<file path="config.mk">
export PLATFORM = sky130hd
export DESIGN_NAME = uet_cfg
export DESIGN_NICKNAME = d
export VERILOG_FILES = /design/src/hw/rtl/uet_pkg.sv /design/src/hw/rtl/uet_cfg.sv
export SDC_FILE = /design/constraint.sdc
export NUM_CORES = 1
export LEC_CHECK = 0
export BUFFER_PORTS_ARGS = -buffer_cell sky130_fd_sc_hd__buf_2
export CORE_MARGIN = 5
export CORE_UTILIZATION = 33
export DETAILED_ROUTE_END_ITERATION = 7
export GPL_TIMING_DRIVEN = 0
export PLACE_DENSITY = 0.84
export SETUP_SLACK_MARGIN = 0.02
export SLEW_MARGIN = 20
export SYNTH_ARGS = -nofsm -noshare
export SYNTH_HDL_FRONTEND = slang
export SYNTH_SLANG_ARGS = --single-unit
export TNS_END_PERCENT = 20
</file>
<file path="constraint.sdc">
create_clock -name clk_i -period 1.15 [get_ports clk_i]
set_input_delay 0.115 -clock clk_i [delete_from_list [all_inputs] [get_ports clk_i]]
set_output_delay 0.115 -clock clk_i [all_outputs]
set_load 0.02 [all_outputs]
</file>
<file path="src/hw/rtl/uet_pkg.sv">
// Shared types and constants for the undirected edge table.
`default_nettype none

package uet_pkg;

  localparam int unsigned VERTEX_W     = 6;
  localparam int unsigned WEIGHT_W     = 32;
  localparam int unsigned MODE_W       = 2;
  localparam int unsigned STATUS_W     = 3;
  localparam int unsigned EDGE_TOTAL_W = 9;
  localparam int unsigned CAP_W        = 9;
  localparam int unsigned PADDR_W      = 3;
  localparam int unsigned PDATA_W      = 32;

  localparam logic [CAP_W-1:0] CAP_RESET = 9'd256;

  // Register index, taken from paddr above the byte offset
  localparam logic [0:0] REG_EDGE_CAPACITY = 1'b0;

  // Operation codes; code three means nothing
  localparam logic [MODE_W-1:0] MODE_ADD    = 2'd0;
  localparam logic [MODE_W-1:0] MODE_REMOVE = 2'd1;
  localparam logic [MODE_W-1:0] MODE_LOOKUP = 2'd2;

  typedef enum logic [STATUS_W-1:0] {
    STATUS_OK      = 3'd0,
    STATUS_FULL    = 3'd1,
    STATUS_SELF    = 3'd2,
    STATUS_DUP     = 3'd3,
    STATUS_MISSING = 3'd4
  } status_e;

  typedef enum logic [1:0] {
    S_IDLE,
    S_SCAN,
    S_SHIFT,
    S_DONE
  } state_e;

  typedef struct packed {
    logic [VERTEX_W-1:0] va;
    logic [VERTEX_W-1:0] vb;
    logic [WEIGHT_W-1:0] w;
  } edge_t;

  // Per-cycle command to every cell of the row
  typedef struct packed {
    logic rotate;  // take the right neighbor
    logic push;    // take the left neighbor
  } cell_ctl_t;

endpackage

`default_nettype wire

</file>
<file path="src/hw/rtl/uet_cfg.sv">
// APB configuration register block holding the edge capacity.
`default_nettype none

module uet_cfg import uet_pkg::*; (
  input  wire logic               clk_i,
  input  wire logic               rst_ni,
  input  wire logic               psel,
  input  wire logic               penable,
  input  wire logic               pwrite,
  input  wire logic [PADDR_W-1:0] paddr,
  input  wire logic [PDATA_W-1:0] pwdata,
  output logic      [PDATA_W-1:0] prdata,
  output logic                    pready,
  output logic      [CAP_W-1:0]   cap_o
);

  logic [CAP_W-1:0] cap_q, cap_d;
  logic             hit;

  assign hit    = (paddr[PADDR_W-1:2] == REG_EDGE_CAPACITY);
  assign pready = 1'b1;

  always_comb begin
    cap_d = cap_q;
    if (psel && penable && pwrite && hit) begin
      cap_d = pwdata[CAP_W-1:0];
    end
  end

  always_ff @(posedge clk_i or negedge rst_ni) begin
    if (!rst_ni) begin
      cap_q <= CAP_RESET;
    end else begin
      cap_q <= cap_d;
    end
  end

  assign prdata = hit ? PDATA_W'(cap_q) : '0;
  assign cap_o  = cap_q;

endmodule

`default_nettype wire

</file>
# Yosys cells after proc, flatten, opt, wreduce, memory -nomap -nowiden
# Index checks and enable logic that the tools add are counted.
dict set report classes {
  n_mux 1
  n_bitwise 1
  n_reduce_logical 3
}
# cell n
set ops {}
lappend ops {{2-to-1 mux 9 bit} 1}
lappend ops {{logical AND 1 bit} 3}
lappend ops {{inverter 1 bit} 1}
dict set report totals {
  regBits 9
  input_bits 40
  output_inout_bits 42
  elab_cells 6
}

# Logic depth before layout (Yosys ltp)
dict set report logic_depth {
  word_depth 3
  mapped_depth 2
  mapped_depth_nobuf 2
}

# Worst setup path after synthesis
# Ideal clock, no wire load.
dict set report synth_timing {
  path_type {reg-to-output}
  from {reg cap_q[8] (netlist: cap_o[8])}
  to {out prdata[8]}
  arrival_time_ns 0.784
  t_required_ns 1.035
  slack_ns 0.251
  path_stages_with_launch 2
  path_buffers 0
  path_cell_list {dfstp_2 > and2b_2}
}
dict set report synth_between {
  elab_chain_len 1
}
# item line
set synth_lines {}
lappend synth_lines {{start: declaration} uet_cfg.sv:17} ;# logic [CAP_W-1:0] cap_q, cap_d;
lappend synth_lines {{start signal: assignment} uet_cfg.sv:34} ;# cap_q <= cap_d;
lappend synth_lines {{2-to-1 mux 9 bit} uet_cfg.sv:38} ;# assign prdata = hit ? PDATA_W'(cap_q) : '0;
lappend synth_lines {{end: declaration} uet_cfg.sv:12} ;# output logic [PDATA_W-1:0] prdata,
# No other way between the ends.

# Worst setup path in the final report
# Ends and elaborated chain as after synthesis.

==> key figures <==
Status
  – Outcome: finished with violations
  – Failing checks: negative setup slack

Clock tree
  – Clock Sinks: 9
  – CTS tree: done
  – CTS Root Cell: clkbuf_4
  – Reg clk slew, reported paths: 0.06 ns
  – CTS buffer count: 3
  – Clk_lat worst skew: 0.25 ns
  – H-tree levels: 1
  – Max Buffers Root-to-Sink: 2

Worst setup path
  – Worst path top cell family by delay: flip-flops
  – Buf/Inv on CP: 1
  – CP Capture Type: output port
  – Delay of the slowest cell on the worst path: 0.54 ns
  – Worst path required time: 1.03 ns
  – Setup crit start kind: flip-flop
  – CP arrival: 1.04 ns
  – RR Endpoint: cap_o[4]$_DFFE_PN0P_
  – Flop2flop setup slack: ~0.37 ns
  – Reg2Reg Launch Point: cap_o[4]$_DFFE_PN0P_
  – Worst reg2reg path depth: 1
  – Start point of the critical path: cap_o[8]$_DFFE_PN1P_
  – Critical path fanouts, max: 3
  – CP Cell Sequence: and2b_2 -> buf_6
  – Slowest-stage cell, CP: dfstp_2
  – Critical path class: flip-flop to output port

Die
  – Starting density of the core: 35.4%
  – Die X: 53.3 um
  – Die area: 2840 um2
  – Die Ht: 53.3 um
  – # IOs: 82
  – Core Region: 1750 um2
  – Row count: 15

Placement
  – IO Port Bufs: 32
  – Gpl congestion: 0.608
  – Dpl cell area: 892 um2
  – Setup slack after placement: 0.131 ns
  – DPL Wire Length: 1.19 mm

Final layout
  – Ratio of cells with drive above 1 in the final layout: 69.9%
  – Final core utilization: 54.3%
  – Fillers: 158
  – Reg area: about 230 um2
  – NumNets Final: 154
  – Footprint of the multi-input gates: 294 um2
  – Max reg flops: 9
  – Diodes inserted: 0
  – Area delta synth->final: 53.2%
  – Design area: 947 um2

Synth
  – Synth Cell Area: 618 um2
  – Synth cell count leaders: buf_4 (24), and2b_2 (9), mux2_2 (9)
  – #FFs+latches synth: 9
  – Cells after Synth: 54
  – Dominant synthesized flop cell: dfrtp_1
  – Post-synth ARST share: 100%
  – Cell taking the most area after synthesis: dfrtp_1
  – Ranking of synthesized cells by area: dfrtp_1 (32%), buf_4 (29%), mux2_2 (16%)
  – Synth warnings: 0
  – Post-synth EDFFs: 0
  – Top cell type's share of synthesized area: 32.4%
  – Register area share after synthesis: 36.6%
  – Synth cell types: 7
  – Syn avg cell area: about 11 um2
  – Count leader, synth: buf_4

GRT
  – First-pass GRT wire length: between 2 and 2.5 mm
  – Number of global-route vias before repair: 486
  – GR Util All Layers: around a tenth
  – Initial antenna violation count: 0
  – Largest net degree at the start of global routing: 11
  – Remaining global-route overflow: 0

Hold path
  – Hold Path Stages: 2
  – Hold Path Class: primary input to flip-flop
  – WHS Endpoint: cap_o[6]$_DFFE_PN0P_
  – HP Start: pwdata[6]

Power
  – Fraction of power spent switching nets: 37.5%
  – Pwr/cell area: 1310 nW/um2
  – Leakage power total: 0.575 nW
  – Post-route total power: between 1 and 1.5 mW
  – Pint: 776 uW
  – Comb power frac: 45.8%
  – VDD IR max: 0.000603 V
  – Clk pwr share: approximately a fifth
  – Sw power: approximately 470 uW
  – Flop pwr share: about a third

Timing
  – Final cycle utilization of the critical path: 100%
  – Setup Skew: 0 ns
  – Final Hold Vio Count: 0
  – Max Transition Viols Final: 0
  – Final worst slack: -0.00325 ns
  – RSZ-0062 raised after global routing: yes
  – Final min period: 1.15 ns
  – Count of final setup violators: 1
  – Fmax: 867 MHz

Detailed routing
  – Routed wire length: 1.36 mm
  – Number of vias per cell: 3.54
  – Detail Route Antenna Nets: 0
  – DRC violations left: 0
  – DR WL/cell: 9.82 um
  – Via count: ~490
  – Iter 0 DRT Violations: 0
  – 1st-pass router iterations: 1

Flow run
  – MaxCap Viol Count: 0
==> metrics by stage <==
step / hold slack (ns) / TNS [ns] / cells
final: 0.0926 / -0.00325 / 138
after global placement: -0.0234 / 0 / 133
after detailed placement: -0.0230 / 0 / 133
after global routing: 0.0974 / -0.0450 / 138
after floorplan: -0.181 / 0 / 76
after CTS: 0.0882 / -0.0167 / 138
==> cell type report <==
class                           count  area share, %
Sequential cell                     9           23.9
Buffer                             24           19.0
Clock buffer                        4           2.77
Timing Repair Buffer               33           19.9
Tap cell                           25           3.30
Multi-Input combinational cell     43           31.0
==> worst max path at each step <==
| stage | cells after the start | endpoint | slack [ns] |
|---|---|---|---|
| 2_1_floorplan | 1 | prdata[8] | 0.25 |
| 3_5_place_dp | 3 | cap_o[3]$_DFFE_PN0P_ | 0.13 |
| 5_1_grt | 2 | prdata[8] | -0.05 |
| 6_report | 2 | prdata[8] | -0.003 |
| 3_3_place_gp | 3 | cap_o[7]$_DFFE_PN0P_ | 0.15 |
| 4_1_cts | 2 | prdata[8] | -0.02 |
==> repair_timing <==
item,CTS,global route
setup buffers,0,0
hold endpoints to repair,9,0
pin swaps,0,0
hold buffers,1,0
endpoints found under the setup margin,1,3
resized for setup,2,4
==> logic make-up (layout without fill, tap and decap cells) <==
group | count (synthesis) | in the layout | synth area share (%)
simple gates | 10 | 10 | 16.6
flops | 9 | 9 | 36.6
mux | 9 | 9 | 16.4
other cells | 2 | 24 | 1.22
buf+inv | 24 | 61 | 29.1
==> layer usage <==
layer,wire [um],vias up,part of all wire [%],track usage (%)
met1,468,215,35,9.86
met3,180,0,13,2.82
met5,0,-,0,0
li1,-,243,-,-
met2,706,30,52,19.0
met4,0,0,0,2.55
==> placed cells by master (no fill, tap or decap), types with 3 or more instances in the layout <==
cell type  netlist  layout
and2b_2          9       9
buf_2            0      29
buf_4           24      24
buf_6            0       3
clkbuf_4         0       3
conb_1           2      24
dfrtp_1          8       8
mux2_2           9       9
==> power groups by stage <==
stage                     logic (mW)  registers (mW)  clock network, mW
final                          0.569           0.436              0.237
after floorplan                0.296           0.528                  0
after CTS                      0.560           0.437              0.247
after global routing           0.609           0.450              0.260
after detailed placement       0.549           0.443                  0
after global placement         0.540           0.437                  0
Note: power is estimated with default switching activity, not from simulation.
