## src/hw/rtl/uet_pkg.sv

```systemverilog
// Shared types and constants for the undirected edge table.
`default_nettype none

package uet_pkg;

  localparam int unsigned VERTEX_W     = 6;
  localparam int unsigned WEIGHT_W     = 32;
  localparam int unsigned MODE_W       = 2;
  localparam int unsigned STATUS_W     = 3;
  localparam int unsigned EDGE_TOTAL_W = 9;
  localparam int unsigned CAP_W        = 9;
  localparam int unsigned PADDR_W      = 3;
  localparam int unsigned PDATA_W      = 32;

  localparam logic [CAP_W-1:0] CAP_RESET = 9'd256;

  // Register index, taken from paddr above the byte offset
  localparam logic [0:0] REG_EDGE_CAPACITY = 1'b0;

  // Operation codes; code three means nothing
  localparam logic [MODE_W-1:0] MODE_ADD    = 2'd0;
  localparam logic [MODE_W-1:0] MODE_REMOVE = 2'd1;
  localparam logic [MODE_W-1:0] MODE_LOOKUP = 2'd2;

  typedef enum logic [STATUS_W-1:0] {
    STATUS_OK      = 3'd0,
    STATUS_FULL    = 3'd1,
    STATUS_SELF    = 3'd2,
    STATUS_DUP     = 3'd3,
    STATUS_MISSING = 3'd4
  } status_e;

  typedef enum logic [1:0] {
    S_IDLE,
    S_SCAN,
    S_SHIFT,
    S_DONE
  } state_e;

  typedef struct packed {
    logic [VERTEX_W-1:0] va;
    logic [VERTEX_W-1:0] vb;
    logic [WEIGHT_W-1:0] w;
  } edge_t;

  // Per-cycle command to every cell of the row
  typedef struct packed {
    logic rotate;  // take the right neighbor
    logic push;    // take the left neighbor
  } cell_ctl_t;

endpackage

`default_nettype wire

```

## src/hw/rtl/uet_cell.sv

```systemverilog
// One storage cell of the edge row: holds one entry and shifts either way.
`default_nettype none

module uet_cell import uet_pkg::*; (
  input  wire logic      clk_i,
  input  wire cell_ctl_t ctl_i,
  input  wire edge_t     left_i,
  input  wire edge_t     right_i,
  output edge_t          entry_o
);

  edge_t entry_q, entry_d;

  always_comb begin
    entry_d = entry_q;
    if (ctl_i.rotate) begin
      entry_d = right_i;
    end else if (ctl_i.push) begin
      entry_d = left_i;
    end
  end

  always_ff @(posedge clk_i) begin
    entry_q <= entry_d;
  end

  assign entry_o = entry_q;

endmodule

`default_nettype wire

```

## config.mk

```make
export PLATFORM = sky130hd
export DESIGN_NAME = uet_cell
export DESIGN_NICKNAME = d
export VERILOG_FILES = /design/src/hw/rtl/uet_pkg.sv /design/src/hw/rtl/uet_cell.sv
export SDC_FILE = /design/constraint.sdc
export NUM_CORES = 1
export LEC_CHECK = 0
export BUFFER_PORTS_ARGS = -buffer_cell sky130_fd_sc_hd__buf_2
export CORE_ASPECT_RATIO = 1.75
export CORE_MARGIN = 3
export CORE_UTILIZATION = 38
export DETAILED_ROUTE_END_ITERATION = 10
export GPL_ROUTABILITY_DRIVEN = 0
export GPL_TIMING_DRIVEN = 0
export PLACE_DENSITY = 0.76
export RECOVER_POWER = 25
export SLEW_MARGIN = 10
export SYNTH_ARGS = -nofsm -noshare
export SYNTH_HDL_FRONTEND = slang
export SYNTH_SLANG_ARGS = --single-unit
```

## constraint.sdc

```tcl
create_clock -name clk_i -period 1.7 [get_ports clk_i]
set_input_delay 0.085 -clock clk_i [delete_from_list [all_inputs] [get_ports clk_i]]
set_output_delay 0.085 -clock clk_i [all_outputs]
set_load 0.02 [all_outputs]
```

Word level (Yosys, flattened, before mapping)
Cells that the tools add are included.
- mux-type cells: 2
- reduce and logical (&&, ||, !) cells: 1
- operators by type and width (operator ; count):
    $mux W44 ; 2
    $reduce_bool A2 Y1 ; 1
- bits in registers: 44
- input bits: 91
- output and inout bits: 44
- logic and storage cells: 6

Logic depth before layout (Yosys ltp)
Gate-level depths: netlist of run 1.
- depth after elaboration: 2
- gate-level depth with buffers: 3
- depth with buffers taken out: 1

Worst setup path after synthesis of run 1
No wires, ideal clock.
- path kind: input -> register
- from: in ctl_i[1] (netlist bit)
- to: reg entry_q (netlist bit entry_o[0]), enable pin
- setup time: 0.404 ns
- arrival time: 1.394 ns
- data required time: 1.296 ns
- path slack: -0.098 ns
- stages: 3
- buffers on the path: 2
- cells stage by stage: buf_6 buf_12 or2_1
- cells in the longest elaborated chain, start to end: 1
- ends and longest elaborated chain (item ; RTL line ; text):
    from (decl) ; uet_cell.sv:6 ; input wire cell_ctl_t ctl_i,
    $reduce_bool A2 Y1 (no line) ; -- ;
    to (signal assigned) ; uet_cell.sv:24 ; entry_q <= entry_d;
    to (decl) ; uet_cell.sv:12 ; edge_t entry_q, entry_d;
Every way passes these cells.
A chain may end at the register's enable or synchronous reset.

Worst setup path after layout of run 1
- from: in ctl_i[1] (netlist bit)
- to: reg entry_q (netlist bit entry_o[17]), enable pin
The elaborated chain is that of the path after synthesis.

==> results of run 1 <==
-- how the worst min path moves through the flow --
stage,start,to,slack [ns]
after floorplan,right_i[10],entry_o[10]$_DFFE_PP_,0.30
after global placement,right_i[39],entry_o[39]$_DFFE_PP_,0.39
after detailed placement,left_i[42],entry_o[42]$_DFFE_PP_,0.39
after CTS,left_i[28],entry_o[28]$_DFFE_PP_,0.08
after global routing,left_i[38],entry_o[38]$_DFFE_PP_,0.07
final,left_i[28],entry_o[28]$_DFFE_PP_,0.08
-- layer usage --
layer  wire [µm]  up-vias  global-route usage [%]
li1            -      644                       -
met2        2589       69                   26.72
met5           0        -                       0
met3         272        8                   2.112
met1        1617      629                   14.02
met4         108        0                   7.026
-- kinds of logic (layout without fill, tap and decap cells) --
family,Yosys count,after routing,synth area share [%]
and+or+nand+nor,1,1,0.3038
muxes,44,44,31.15
DFF,44,44,64.12
buffers and inverters,5,145,4.432
-- stage by stage --
| stage | setup slack, ns | std cells | util, % | hold WS, ns | total power, mW |
|---|---|---|---|---|---|
| after CTS | 0.3627 | 288 | 56.23 | 0.08415 | 2.563 |
| after detailed placement | 0.06611 | 281 | 54.73 | 0.3889 | 1.974 |
| after global routing | 0.3339 | 288 | 53.50 | 0.07129 | 2.586 |
| after floorplan | 0.3319 | 94 | - | 0.3025 | 1.736 |
| after global placement | 0.1123 | 281 | 54.73 | 0.3856 | 1.960 |
| final | 0.4522 | 288 | 53.50 | 0.07950 | 2.476 |
-- cell usage after synthesis --
master                      n
sky130_fd_sc_hd__edfxtp_1  44
sky130_fd_sc_hd__mux2_4    39
sky130_fd_sc_hd__mux2_2     5
sky130_fd_sc_hd__buf_12     4
sky130_fd_sc_hd__buf_6      1
sky130_fd_sc_hd__or2_1      1
-- worst max-delay path, cell delays in order --
cell and delay, ns:
sky130_fd_sc_hd__buf_6 0.12, sky130_fd_sc_hd__buf_12 0.14, sky130_fd_sc_hd__or2_2 0.79
-- report_power, final --
part | internal (mW) | switching, mW
clock network | 0.271 | 0.321
logic | 0.235 | 0.292
registers | 1.33 | 0.0252
-- layout make-up --
cell class	instances	area share, %
tap	54	2.474
sequential	44	48.37
timing repair buffer	133	24.37
buffer	5	1.557
multi-input combinational	45	20.43
clock buffer	5	2.519
clock inverter	2	0.2749
==> metrics.sh, run 1 <==
ROUTED_WL_UM=4588
SYNTHESIS.INSTANCES=94
FINALSETUPTNS_NS=0
CLK_PIN_SLEW_WORST_PATHS_NS=0.08
N_ANTENNA_CELL=0
MAXCAPVIOLATIONS=0
FIRST_PASS_ITERS=5
CLOCK-SINKS=44
LAYOUT.CELLS.MOST_COMMON='sky130_fd_sc_hd__buf_2'
ANT_NETS=0
SYNTH.LARGEST_AREA_CELL='sky130_fd_sc_hd__edfxtp_1'
TOTAL_VIA_COUNT_AFTER_DETAILED_ROUTING=1350
CORE_AREA_UM2=5105
TIMING.HOLD.WORST.CLASS='in -> reg'
TRITONCTS='yes'
RSZ0062_AT_GRT='false'
SETUP.WORST_PATH.CLASS='in -> reg'
SYNTH_WARNINGS=0
ENDPOINT='entry_o[17]$_DFFE_PP_'
POST-CTS-SETUP-BUFFERS=0
DRT_ITER0_DRCS=22
FINAL_MAX_SLEW_VIOL_COUNT=0
GRT_FIRST_PASS_WIRELENGTH_UM=6486
SYNTH.AVG_CELL_AREA_UM2=21.92
GLOBALROUTE.TOTALOVERFLOW=0
AREA_DELTA_SYNTH_FINAL_PCT=32.54
SYNTH.FF_LATCH_COUNT=44
SYNTH.CELL_AREA_UM2=2061
OUTCOME='finished, final reports clean'
FINAL_DESIGN_AREA_NO_FILL_UM2=2731
YOSYSUNIQUECELLTYPES=6
CTS.HOLD.BUFFERS_ADDED=0
DRT-WIRELENGTH-PER-CELL_UM=15.93
CELLS_RESIZED_BY_POST_CTS_REPAIR=0
DATA_REQUIRED_TIME_AT_THE_WORST_ENDPOINT_NS=1.61
TIGHTEST_PIN_TRANSITION_NS=1.015
ACHIEVABLE-FREQUENCY_MHz=801.4
WORSTSETUPENDPOINTTYPE='register'
ROUTED_VIA_DENSITY=4.688
PORT_BUFFERS=133
FINAL.FILL_COUNT=473
LEAKAGE_nW=1.271
ROOT_BUFFER='sky130_fd_sc_hd__clkbuf_8'
CELLPOWERDENSITY_nW_PER_UM2=906.6
STD_CELL_ROWS=34
CP.ARRIVAL_NS=1.16
REGAREA_UM2=1321
CTS_MADE_BUFFERS=5
SYNTH.TOP_CELLS.BY_AREA='sky130_fd_sc_hd__edfxtp_1, sky130_fd_sc_hd__mux2_4, sky130_fd_sc_hd__buf_12'
DP_HPWL_UM=3572
LAYOUT_MIN_CYCLE_TIME_NS=1.248
VIAS_IN_THE_FIRST_GLOBAL_ROUTE=1375
LARGEST_REGISTER_FF_COUNT=44
HOLD_DEPTH=2
GRT_MAX_DEGREE=45
INITIAL_UTILIZATION_PCT=40.37
CRIT_PATH_START_KIND='primary input'
FLOORPLAN.DIE_AREA_UM2=6377
DIE_W_UM=61.67
TOP_CELL_TYPE_S_SHARE_OF_SYNTHESIZED_AREA_PCT=64.12
CRIT_START='ctl_i[1]'
MAXIMUM_CLOCK_PATH_BUFFER_COUNT=2
FLOORPLAN.DIE.HEIGHT_UM=103.4
SYNTH_SEQ_AREA_SHARE_PCT=64.12
SYN_NETS=185
GRT_ANTENNA_BEFORE_REPAIR=0
TRACK_USAGE_PCT=14.09
DRIVE_GT1_SHARE_PCT=68.80
AREA_USED_BY_MULTI_INPUT_COMBINATIONAL_LOGIC_UM2=558.0
CRITICAL_PATH.MAX_FANOUT=44
POST-ROUTE-DRC-COUNT=0
TOP_LEVEL_PINS=135
SETUP-VIOLATIONS-FINAL=0
HTREE_LEVELS=2
TIMING.MAX_SLEW.REL_SLACK_PCT=32.34
MAX-VDD-IR-DROP_V=0.0004989
POST_DP_CELL_AREA_UM2=2794
NUM-NETS-FINAL=325
FINAL-HOLD-VIOLATION-COUNT=0
TIMING.FINAL.CRIT_SHARE_PCT=73.40
LAYOUT.CELLS.MOST_COMMON_LIST='sky130_fd_sc_hd__buf_2, sky130_fd_sc_hd__edfxtp_1, sky130_fd_sc_hd__mux2_1'
No activity file was read; power rests on OpenSTA's default activity.
==> run 2: changes to the inputs <==
--- a/config.mk
+++ b/config.mk
@@ -8,11 +8,11 @@
 export BUFFER_PORTS_ARGS = -buffer_cell sky130_fd_sc_hd__buf_2
 export CORE_ASPECT_RATIO = 1.75
 export CORE_MARGIN = 3
-export CORE_UTILIZATION = 38
+export CORE_UTILIZATION = 42
 export DETAILED_ROUTE_END_ITERATION = 10
 export GPL_ROUTABILITY_DRIVEN = 0
 export GPL_TIMING_DRIVEN = 0
-export PLACE_DENSITY = 0.76
+export PLACE_DENSITY = 0.8
 export RECOVER_POWER = 25
 export SLEW_MARGIN = 10
 export SYNTH_ARGS = -nofsm -noshare
==> constraint.sdc (replaced) <==
create_clock -name clk_i -period 1.2 [get_ports clk_i]
set_input_delay 0.06 -clock clk_i [delete_from_list [all_inputs] [get_ports clk_i]]
set_output_delay 0.06 -clock clk_i [all_outputs]
set_load 0.02 [all_outputs]
==> metrics.sh, run 2 (synthesized netlist as in run 1, its figures left out) <==
TIGHTEST_PIN_TRANSITION_NS=0.5937
TRITONCTS='yes'
RSZ0062_AT_GRT='false'
INITIAL_UTILIZATION_PCT=43.78
CELLPOWERDENSITY_nW_PER_UM2=1283
NUM-NETS-FINAL=325
CELL_COUNT_FINAL_FILLERS_OUT=287
FINAL_MAX_SLEW_VIOL_COUNT=0
GRT_MAX_DEGREE=45
ROUTED_WL_UM=4461
LEAKAGE_nW=1.290
LAYOUT.CELLS.MOST_COMMON_LIST='sky130_fd_sc_hd__buf_2, sky130_fd_sc_hd__edfxtp_1, sky130_fd_sc_hd__mux2_1'
FLOORPLAN.DIE_AREA_UM2=5816
GRT_FIRST_PASS_WIRELENGTH_UM=6458
DRIVE_GT1_SHARE_PCT=70.64
POST-ROUTE-DRC-COUNT=0
ANT_NETS=0
GRT_ANTENNA_BEFORE_REPAIR=0
LAYOUT.CELLS.MOST_COMMON='sky130_fd_sc_hd__buf_2'
TOP_LEVEL_PINS=135
SETUP-VIOLATIONS-FINAL=0
DIE_W_UM=58.95
ACHIEVABLE-FREQUENCY_MHz=1076
STD_CELL_ROWS=33
SETUP.WORST_PATH.CLASS='in -> reg'
CTS_MADE_BUFFERS=5
AREA_DELTA_SYNTH_FINAL_PCT=33.27
LARGEST_REGISTER_FF_COUNT=44
FIN_WORST_HOLD_SLACK_NS=0.05724
WORSTSETUPENDPOINTTYPE='register'
CLK_PIN_SLEW_WORST_PATHS_NS=0.08
DETAILEDPLACE.WORSTSLACK_NS=-0.09985
FINAL-HOLD-VIOLATION-COUNT=0
MAXCAPVIOLATIONS=0
ROUTED_VIA_DENSITY=4.742
TOTAL_VIA_COUNT_AFTER_DETAILED_ROUTING=1361
CTS.HOLD.BUFFERS_ADDED=0
CP.ARRIVAL_NS=0.85
PORT_BUFFERS=133
N_ANTENNA_CELL=0
MAXIMUM_CLOCK_PATH_BUFFER_COUNT=2
FIN_WS_NS=0.2709
CORE_AREA_UM2=4707
FIRST_PASS_ITERS=4
HTREE_LEVELS=2
TOTALPOWERFINAL_mW=3.524
CLOCK-SINKS=44
CELLS_RESIZED_BY_POST_CTS_REPAIR=0
DP_HPWL_UM=3585
FLOORPLAN.DIE.HEIGHT_UM=98.67
PLACED_CELLS_INCL_TAPS=279
VIAS_IN_THE_FIRST_GLOBAL_ROUTE=1386
TRACK_USAGE_PCT=14.91
DRT-WIRELENGTH-PER-CELL_UM=15.54
FINALSETUPTNS_NS=0
MAX-VDD-IR-DROP_V=0.0008011
TIMING.MAX_SLEW.REL_SLACK_PCT=60.42
POST-CTS-SETUP-BUFFERS=0
TIMING.FINAL.CRIT_SHARE_PCT=77.43
ROOT_BUFFER='sky130_fd_sc_hd__clkbuf_8'
DATA_REQUIRED_TIME_AT_THE_WORST_ENDPOINT_NS=1.12
CRITICAL_PATH.MAX_FANOUT=44
GLOBALROUTE.TOTALOVERFLOW=0
OUTCOME='finished, final reports clean'
DRT_ITER0_DRCS=21
CRIT_PATH_START_KIND='primary input'
LAYOUT_MIN_CYCLE_TIME_NS=0.9291
TIMING.HOLD.WORST.CLASS='in -> reg'
## run 2: cell types whose count changed in the layout (fill, tap and decap cells not counted), sizes merged
cell | previous run | this run
clkbuf | 8 | 10
clkinv | 2 | 1
## run 2: cell type report
type	count	area, µm²
Sequential cell	44	1321
Multi-Input combinational cell	45	568.0
Fill cell	426	1961
Timing Repair Buffer	133	665.6
Tap cell	52	65.06
Clock buffer	7	76.32
Clock inverter	1	3.754
Buffer	5	46.29
## run 2: metrics by stage
| stage | area, µm² | utilization, % |
|---|---|---|
| 6_report | 2746 | 58.35 |
| 3_3_place_gp | 2794 | 59.36 |
| 4_1_cts | 2874 | 61.06 |
| 5_1_grt | 2746 | 58.35 |
| 2_1_floorplan | 2063 | - |
| 3_5_place_dp | 2794 | 59.36 |
## run 2: worst paths after layout
kind | start | slack, ns | end | cells past startpoint
max | ctl_i[1] | 0.27 | entry_o[3]$_DFFE_PP_ | 3
min | left_i[13] | 0.06 | entry_o[13]$_DFFE_PP_ | 2
## run 2: metal layers
layer  global-route usage [%]  vias up  share of wire [%]
met2                    29.13       73                 58
met3                    2.097        7                7.7
li1                         -      644                  -
met4                    5.759        0                2.0
met1                    14.81      637                 32
met5                        0        -                  0
## run 2: critical path, stage by stage
cell                     delay, ns
sky130_fd_sc_hd__buf_6        0.12
sky130_fd_sc_hd__buf_12       0.14
sky130_fd_sc_hd__or2_4        0.51
## run 2: power by group
part | leakage, nW | internal (mW) | switching [mW]
logic | 0.802 | 0.339 | 0.415
clock network | 0.0399 | 0.405 | 0.445
registers | 0.448 | 1.88 | 0.0339
total | 1.29 | 2.63 | 0.894
==> run 3: changes to the inputs <==
==> constraint.sdc (replaced) <==
create_clock -name clk_i -period 1 [get_ports clk_i]
set_input_delay 0.05 -clock clk_i [delete_from_list [all_inputs] [get_ports clk_i]]
set_output_delay 0.05 -clock clk_i [all_outputs]
set_load 0.02 [all_outputs]
==> metrics.sh, run 3 (synthesized netlist as in run 1, its figures left out) <==
WORSTSETUPENDPOINTTYPE='output pin'
SETUP.WORST_PATH.CLASS='reg -> out'
FINAL.FILL_COUNT=441
HOLD_DEPTH=2
TRACK_USAGE_PCT=15.16
GLOBALROUTE.TOTALOVERFLOW=0
CORE_AREA_UM2=4707
AREA_DELTA_SYNTH_FINAL_PCT=33.33
CRITPATHMAXSTAGEDELAY_NS=0.41
SETUP-VIOLATIONS-FINAL=0
FLOORPLAN.DIE_AREA_UM2=5816
PLACED_CELLS_INCL_TAPS=279
MAX-VDD-IR-DROP_V=0.001108
LARGEST_REGISTER_FF_COUNT=44
DRIVE_GT1_SHARE_PCT=69.36
CRIT_PATH_START_KIND='register'
OUTCOME='finished, final reports clean'
MAXCAPVIOLATIONS=0
CLK_PIN_SLEW_WORST_PATHS_NS=0.08
CELLS_RESIZED_BY_POST_CTS_REPAIR=0
GRT_ANTENNA_BEFORE_REPAIR=0
ACHIEVABLE-FREQUENCY_MHz=1082
INTERNAL_POWER_mW=3.153
CP.ARRIVAL_NS=0.87
CLOCK-SINKS=44
HTREE_LEVELS=2
MAXIMUM_CLOCK_PATH_BUFFER_COUNT=2
ANT_NETS=0
PORT_BUFFERS=133
DRT_ITER0_DRCS=12
SHARE_OF_TOTAL_POWER_IN_SEQUENTIAL_CELLS_PCT=54.5
TIGHTEST_PIN_TRANSITION_NS=0.5924
CRIT_SLOWEST_CELL='sky130_fd_sc_hd__edfxtp_1'
CRITICAL_PATH.CELL_CHAIN='buf_2'
CELLPOWERDENSITY_nW_PER_UM2=1539
TOTAL_VIA_COUNT_AFTER_DETAILED_ROUTING=1350
CELL_COUNT_FINAL_FILLERS_OUT=287
TIMING.FINAL.CRIT_SHARE_PCT=92.43
WORST_PATH_DOMINANT_CELL_FAMILY='flip-flops'
NETSWITCHINGFRACTION_PCT=25.45
LAYOUT.CELLS.MOST_COMMON='sky130_fd_sc_hd__buf_2'
FINAL-HOLD-VIOLATION-COUNT=0
STD_CELL_ROWS=33
COMBINATIONALPOWERSHARE_PCT=21.3
TIMING.HOLD.WORST.CLASS='in -> reg'
RSZ0062_AT_GRT='false'
DRT-WIRELENGTH-PER-CELL_UM=15.32
FIRST_PASS_ITERS=3
PATH_BUF_INV=1
TIMING.MAX_SLEW.REL_SLACK_PCT=60.51
DATA_REQUIRED_TIME_AT_THE_WORST_ENDPOINT_NS=0.95
ROUTED_VIA_DENSITY=4.704
TRITONCTS='yes'
GRT_MAX_DEGREE=45
CTS.HOLD.BUFFERS_ADDED=0
INITIAL_UTILIZATION_PCT=43.78
CRITICAL_PATH.MAX_FANOUT=1
LEAKAGE_nW=1.286
LAYOUT.CELLS.MOST_COMMON_LIST='sky130_fd_sc_hd__buf_2, sky130_fd_sc_hd__edfxtp_1, sky130_fd_sc_hd__mux2_1'
CTS_MADE_BUFFERS=5
FIN_WORST_HOLD_SLACK_NS=0.04345
ROUTED_WL_UM=4396
TOTAL_NET_SWITCHING_POWER_mW=1.076
GRT_FIRST_PASS_WIRELENGTH_UM=6561
VIAS_IN_THE_FIRST_GLOBAL_ROUTE=1416
FINAL_MAX_SLEW_VIOL_COUNT=0
POST-CTS-SETUP-BUFFERS=0
FLOORPLAN.DIE.HEIGHT_UM=98.67
AREA_USED_BY_MULTI_INPUT_COMBINATIONAL_LOGIC_UM2=560.5
POST-ROUTE-DRC-COUNT=0
ROOT_BUFFER='sky130_fd_sc_hd__clkbuf_8'
DIE_W_UM=58.95
FIN_UTIL_PCT=58.37
REGAREA_UM2=1321
WORSTSETUPPATHDEPTH=1
TOP_LEVEL_PINS=135
CLOCKPOWERSHARE_PCT=24.2
NUM-NETS-FINAL=325
N_ANTENNA_CELL=0
LAYOUT_MIN_CYCLE_TIME_NS=0.9243
[run 3: per-stage QoR]
stage               setup WS (ns)  TNS, ns  cell area (µm²)  total power [mW]
detailed placement        -0.2327   -10.15             2803             3.361
floorplan                -0.07434   -3.271             2072             2.956
finish                    0.07574        0             2748             4.230
global route              0.07113        0             2748             4.427
CTS                       0.07813        0             2883             4.395
global placement          -0.2114   -9.191             2803             3.334
[run 3: worst paths after layout]
path	from	end
worst max-delay path	entry_o[22]$_DFFE_PP_	entry_o[22]
worst min-delay path	left_i[4]	entry_o[4]$_DFFE_PP_
[run 3: layer usage]
metal | up-vias | wire length, µm | GRT usage, %
li1 | 645 | - | -
met1 | 621 | 1500 | 15.30
met2 | 72 | 2435 | 27.94
met3 | 12 | 309 | 2.621
met4 | 0 | 150 | 8.202
met5 | - | 0 | 0
[run 3: cell type report]
| cell class | count | area share [%] |
|---|---|---|
| plain buffers | 5 | 2.004 |
| clock buffers | 7 | 2.778 |
| clock inverters | 1 | 0.1366 |
| multi-input cells | 45 | 20.40 |
| flip-flops and latches | 44 | 48.09 |
| well taps | 52 | 2.368 |
| repair buffers | 133 | 24.23 |
[run 3: power groups by stage]
stage                     clock (mW)  sequential (mW)  combinational [mW]
after detailed placement           0             2.35                1.01
final                           1.03             2.30               0.899
after global routing            1.14             2.33               0.963
after CTS                       1.07             2.31                1.02
after floorplan                    0             2.63               0.328
after global placement             0             2.34               0.996
